File: config.mk
export PLATFORM = sky130hd
export DESIGN_NAME = ahist_binner
export DESIGN_NICKNAME = d
export VERILOG_FILES = /design/src/sv/assert_macros.svh /design/src/sv/ahist_pkg.sv /design/src/sv/ahist_binner.sv
export SDC_FILE = /design/constraint.sdc
export NUM_CORES = 2
export LEC_CHECK = 0
export ABC_AREA = 1
export BUFFER_PORTS_ARGS = -buffer_cell sky130_fd_sc_hd__buf_2
export CAP_MARGIN = 20
export CELL_PAD_IN_SITES_DETAIL_PLACEMENT = 1
export CELL_PAD_IN_SITES_GLOBAL_PLACEMENT = 2
export CORE_MARGIN = 5
export CORE_UTILIZATION = 43
export DETAILED_ROUTE_END_ITERATION = 6
export GPL_ROUTABILITY_DRIVEN = 0
export GPL_TIMING_DRIVEN = 0
export HOLD_SLACK_MARGIN = 0.12
export PLACE_DENSITY = 0.95
export REMOVE_ABC_BUFFERS = 1
export SKIP_LAST_GASP = 1
export SLEW_MARGIN = 40
export SYNTH_ARGS = -nofsm -noshare
export SYNTH_HDL_FRONTEND = slang
export SYNTH_SLANG_ARGS = --single-unit
File: constraint.sdc
create_clock -name clk -period 12.1 [get_ports clk]
set_input_delay 1.21 -clock clk [delete_from_list [all_inputs] [get_ports clk]]
set_output_delay 1.21 -clock clk [all_outputs]
set_load 0.05 [all_outputs]
File: src/sv/assert_macros.svh
// ----------------------------------------------------------------------------
// Assertion macros
// Shared concurrent assertion forms, clocked on clk and held off in reset.
// ----------------------------------------------------------------------------
`ifndef ASSERT_MACROS_SVH
`define ASSERT_MACROS_SVH

// Check a property on every clock edge out of reset.
`define AHIST_ASSERT(label, prop, msg) \
	label: assert property (@(posedge clk) disable iff (!arst_n) (prop)) else $error(msg);

// Check that a condition leads to another in the next cycle.
`define AHIST_ASSERT_NEXT(label, ante, cons, msg) \
	label: assert property (@(posedge clk) disable iff (!arst_n) (ante) |=> (cons)) \
		else $error(msg);

`endif

File: src/sv/ahist_pkg.sv
// ----------------------------------------------------------------------------
// ahist_pkg
// Sizes, request and register codes and helpers of the axis histogram.
// ----------------------------------------------------------------------------
package ahist_pkg;

	localparam int unsigned MAX_BINS      = 1024;
	localparam int unsigned POS_FRAC_BITS = 16;
	localparam int unsigned INV_FRAC_BITS = 16;
	localparam int unsigned BIN_SHIFT     = POS_FRAC_BITS + INV_FRAC_BITS;
	localparam int unsigned BIN_W         = $clog2(MAX_BINS);
	localparam int unsigned NUM_AXES      = 3;
	localparam int unsigned CNT_W         = 32;
	localparam int unsigned POS_W         = 32;
	localparam int unsigned PROD_W        = 64;
	localparam int unsigned BINS_CFG_W    = 11;
	localparam int unsigned DENS_W        = 48;
	localparam int unsigned VOL_SHIFT     = 16;
	localparam int unsigned CFG_IDX_W     = 3;
	localparam int unsigned CFG_DATA_W    = 32;

	typedef logic [BIN_W-1:0]      bin_t;
	typedef logic [BIN_W:0]        bins_t;
	typedef logic [CNT_W-1:0]      cnt_t;
	typedef logic [BINS_CFG_W-1:0] bins_cfg_t;

	// request codes
	localparam logic [1:0] REQ_CLEAR = 2'd0;
	localparam logic [1:0] REQ_ADD   = 2'd1;
	localparam logic [1:0] REQ_READ  = 2'd2;

	// register indexes
	localparam logic [CFG_IDX_W-1:0] CFG_INV_BIN_WIDTH = 3'd0;
	localparam logic [CFG_IDX_W-1:0] CFG_BINS_X        = 3'd1;
	localparam logic [CFG_IDX_W-1:0] CFG_BINS_Y        = 3'd2;
	localparam logic [CFG_IDX_W-1:0] CFG_BINS_Z        = 3'd3;
	localparam logic [CFG_IDX_W-1:0] CFG_INV_VOL_X     = 3'd4;
	localparam logic [CFG_IDX_W-1:0] CFG_INV_VOL_Y     = 3'd5;
	localparam logic [CFG_IDX_W-1:0] CFG_INV_VOL_Z     = 3'd6;

	// Bins in use: zero counts as one, anything above the store depth as the depth.
	function automatic bins_t bins_eff(bins_cfg_t n);
		if (n == '0) begin
			return bins_t'(1);
		end
		if (32'(n) > 32'(MAX_BINS)) begin
			return bins_t'(MAX_BINS);
		end
		return bins_t'(n);
	endfunction

	// Increment a count, holding at all ones.
	function automatic cnt_t sat_inc(cnt_t c);
		if (c == '1) begin
			return c;
		end
		return c + cnt_t'(1);
	endfunction

endpackage

File: src/sv/ahist_binner.sv
// ----------------------------------------------------------------------------
// ahist_binner
// Bin of one coordinate: registered product of position and reciprocal bin
// width, floored and clamped to the last bin in use.
// ----------------------------------------------------------------------------
module ahist_binner import ahist_pkg::*; (
	input  logic             clk,
	input  logic             load,
	input  logic [POS_W-1:0] pos,
	input  logic [31:0]      inv_bin_width,
	input  bin_t             top,
	output bin_t             bin
);

	logic [PROD_W-1:0] prod_s1;
	logic [PROD_W-1:0] bin_raw;

	// multiply on accept
	always_ff @(posedge clk) begin
		if (load) begin
			prod_s1 <= PROD_W'(pos) * PROD_W'(inv_bin_width);
		end
	end

	// floor and clamp
	always_comb begin
		bin_raw = prod_s1 >> BIN_SHIFT;
		if (bin_raw > PROD_W'(top)) begin
			bin = top;
		end else begin
			bin = bin_t'(bin_raw);
		end
	end

endmodule
After elaboration in Yosys (flattened, before gate mapping)
Cells that the tools add are included.
{"block": "totals", "ff_bits": 64, "in_bits": 76, "out_inout_bits": 10, "elab_cells": 4}
{"block": "op_classes", "n_mul": 1, "order_cmp": 1, "muxes": 1}
{"cell": "multiplier 32 x 32 -> 64 bit", "n": 1}
{"cell": "greater-than comparator 32 x 10 -> 1 bit", "n": 1}
{"cell": "two-way mux 10 bit", "n": 1}

Depth between registers and ports, before layout
{"block": "logic_depth", "word_depth": 2, "depth_mapped": 30, "mapped_depth_nobuf": 29}

Least setup slack after synthesis
No wires, ideal clock.
{"block": "synth_timing", "path_type": "in2reg", "startpoint": "input port pos[30]", "endpoint": "register prod_s1[52], data pin", "arrival_ns": 6.911, "t_required_ns": 11.848, "setup_slack_ns": 4.937, "stages": 26, "n_path_buf": 1, "cell_sequence": "clkbuf_1 > nand2_1 > fa_1 > inv_1 > fa_1 > fa_1 > inv_1 > fa_1 > inv_1 > fa_1 > fa_1 > fa_1 > inv_1 > fa_1 > inv_1 > ha_1 > a21oi_1 > inv_1 > nor2_1 > o21ai_0 > a21oi_1 > nor2_1 > nor2_1 > nand2_1 > nand2_1 > nand2_1"}
{"block": "synth_between", "elab_chain_len": 1}
{"item": "start, declared", "line": "ahist_binner.sv:9", "text": "input logic [POS_W-1:0] pos,"}
{"item": "multiplier 32 x 32 -> 64 bit", "line": "ahist_binner.sv:21", "text": "prod_s1 <= PROD_W'(pos) * PROD_W'(inv_bin_width);"}
{"item": "end signal, assigned", "line": "ahist_binner.sv:21"}
{"item": "end, declared", "line": "ahist_binner.sv:15", "text": "logic [PROD_W-1:0] prod_s1;"}
Every way passes these cells.
A chain may end at the register's enable or synchronous reset.

Worst setup path in the final report
{"block": "layout_timing", "startpoint": "input port pos[29]", "endpoint": "register prod_s1[33], data pin"}
The elaborated chain is that of the path after synthesis.

==> results by group <==
Routing
  – Via density: 4.889
  – DR vias: 28590
  – Routed WL: 107.3 mm
  – Drt first-iter violations: 1258
  – Mean routed wirelength per cell: 18.35 µm
  – TritonRoute pass-1 iters: 5
  – DRC viols: 0
  – ANT nets after route: 0

Synthesis
  – XOR/XNOR share of the synthesized area: 0.002174
  – Seq cells post-synth: 32
  – Syn. warnings: 0
  – Mux cell area share after synthesis: 0
  – Syn_area_per_cell: 7.541 µm²
  – Asr flop ratio synth: 0
  – Simple-Gate Fraction of Synth Area: 0.1725
  – Area fraction of the dominant cell type after synthesis: 0.4941
  – Synth Area in Adders: 0.5872
  – Yosys cell types: 28
  – Ranking of synthesized cells by area: fa_1, inv_1, nand2_1
  – Synthesized cell area: 36260 µm²
  – Sequential area share after synthesis: 0.02650
  – Area leader, netlist: fa_1
  – Most used DFF post-synth: edfxtp_1
  – Compound-Gate Fraction of Synth Area: 0.02432
  – Largest family of logic cells by synthesized area: adder cells
  – Post-synth EDFFs: 32
  – Syn Inst Count: 4809

Cells and area
  – Largest regs: prod_s1: 32 flops
  – # fillers: 10470
  – # nets final: 5954
  – Ant diodes: 0
  – Fin util: 0.4514
  – Syn-to-layout area delta: 4.161%
  – Most flop-heavy register: prod_s1
  – Max reg flops: 32
  – Most frequent cells in the layout: inv_1, nand2_1, fa_1
  – Commonest non-fill, non-tap cell in the layout: inv_1
  – Layout cells sized above 1: 0.02185

Floorplanning
  – Die area: 90240 µm²
  – Die width: 300.4 µm
  – Number of I/O pins: 86
  – # rows: 106
  – Die Y: 300.4 µm
  – Core footprint: 83690 µm²
  – Starting Density: 0.4333

Clock tree
  – Post-CTS Setup Inserts: 0
  – Clk pin slew, worst setup/hold paths: 0.06 ns
  – Num CTS Buffers: 5
  – Root Driver: clkbuf_16
  – Sink Count: 32
  – CTS Buffer Depth: 2
  – CTS resizes: 0
  – H-tree levels: 2
  – CTS Hold Buffers Added: 0
  – CTS tree: built

Status
  – Outcome: finished clean

GRT
  – Total GRT Usage: 0.2454
  – Initial antenna violation count: 1
  – GR Overflow Total: 0
  – Largest net degree at the start of global routing: 33
  – First-pass GRT wire length: 176.8 mm
  – Number of global-route vias before repair: 33430

Hold path
  – Worst Hold Class: input port to register

Run
  – Maxcap violations: 0

STA
  – Final Hold Fails: 0
  – Final WS setup: 3.929 ns
  – Fmax: 122.4 MHz
  – Tmin final: 8.171 ns
  – Max-slew violations: 0
  – Setup TNS: 0 ns
  – Post-route clock period utilization: 0.6753
  – Least-Margin Pin Slew: 0.8890 ns
  – Max-slew headroom: 0.4074
  – RSZ-0062 raised after global routing: false
  – Final setup violation count: 0

Critical path
  – Worst setup SP type: input port
  – CP Max Fanout: 32
  – Critical setup path kind: input port to register
  – Worst Path Arrival: 8.18 ns
  – CP required: 12.10 ns
  – Critical Path End Type: register

Placed design
  – Setup Slack @ Placement: 3.609 ns
  – Hpwl dp: 90.17 mm
  – Port buffer count: 85
[cell families after synthesis]
logic type / after synthesis
and+or+nand+nor: 1628
AOI/OAI and AO/OA: 167
adders and majority gates: 1165
xor gates and xnor gates: 9
buffers and inverters: 1808
DFF: 32
[cells in the mapped netlist (3+ instances only)]
cell type	n
inv_1	1615
nand2_1	1377
fa_1	895
ha_1	270
clkbuf_1	192
nor2_1	171
a21oi_1	88
o21ai_0	58
nand3_1	50
edfxtp_1	32
nor3_1	10
o21bai_1	9
nor4_1	7
xor2_1	7
nand4_1	6
a21o_1	3
o21ai_1	3
[per-layer routing]
| layer | GRT usage | routed length (µm) | vias up |
|---|---|---|---|
| met1 | 0.3122 | 44830 | 14930 |
| li1 | - | - | 13010 |
| met4 | 0.04446 | 2031 | 2 |
| met2 | 0.4654 | 57370 | 496 |
| met5 | 0 | 13 | - |
| met3 | 0.01492 | 3093 | 157 |
[critical path, cell delays in order]
cell	delay [ns]
buf_2	0.65
nand2_1	0.18
fa_1	0.57
inv_1	0.05
fa_1	0.47
inv_1	0.05
fa_1	0.51
fa_1	0.56
inv_1	0.05
fa_1	0.49
fa_1	0.46
fa_1	0.61
fa_1	0.45
ha_1	0.39
nand2_1	0.16
nor2_1	0.17
inv_1	0.10
nor2_1	0.14
inv_1	0.11
nor3_2	0.15
nand2_1	0.07
nand2_1	0.07
xor2_1	0.48
[area by class of cell]
cell class | count | area (µm²) | share of cell area
multi-input cells | 2969 | 28510 | 0.7548
clock inverters | 3 | 37.54 | 0.0009937
well taps | 1134 | 1419 | 0.03756
clock buffers | 5 | 125.1 | 0.003312
repair buffers | 90 | 655.6 | 0.01736
flip-flops and latches | 32 | 960.9 | 0.02544
inverters | 1615 | 6062 | 0.1605
[stage by stage]
stage / std cells / hold slack [ns] / instance area (µm²)
finish: 5848 / 1.549 / 37770
global route: 5848 / 1.581 / 37770
CTS: 5845 / 1.546 / 37630
detailed placement: 5837 / 1.831 / 37470
global placement: 5835 / 1.811 / 37380
floorplan: 4616 / 1.323 / 35540
[final timing paths]
check / from / endpoint / slack [ns] / cells after the start
worst min-delay path: load / prod_s1[33]$_DFFE_PP_ / 1.55 / 1
worst max-delay path: pos[29] / prod_s1[33]$_DFFE_PP_ / 3.93 / 23
Power is left out: the tool's default activity adds up to more than one toggle a clock period on the data nets, which glitch-free logic cannot reach.
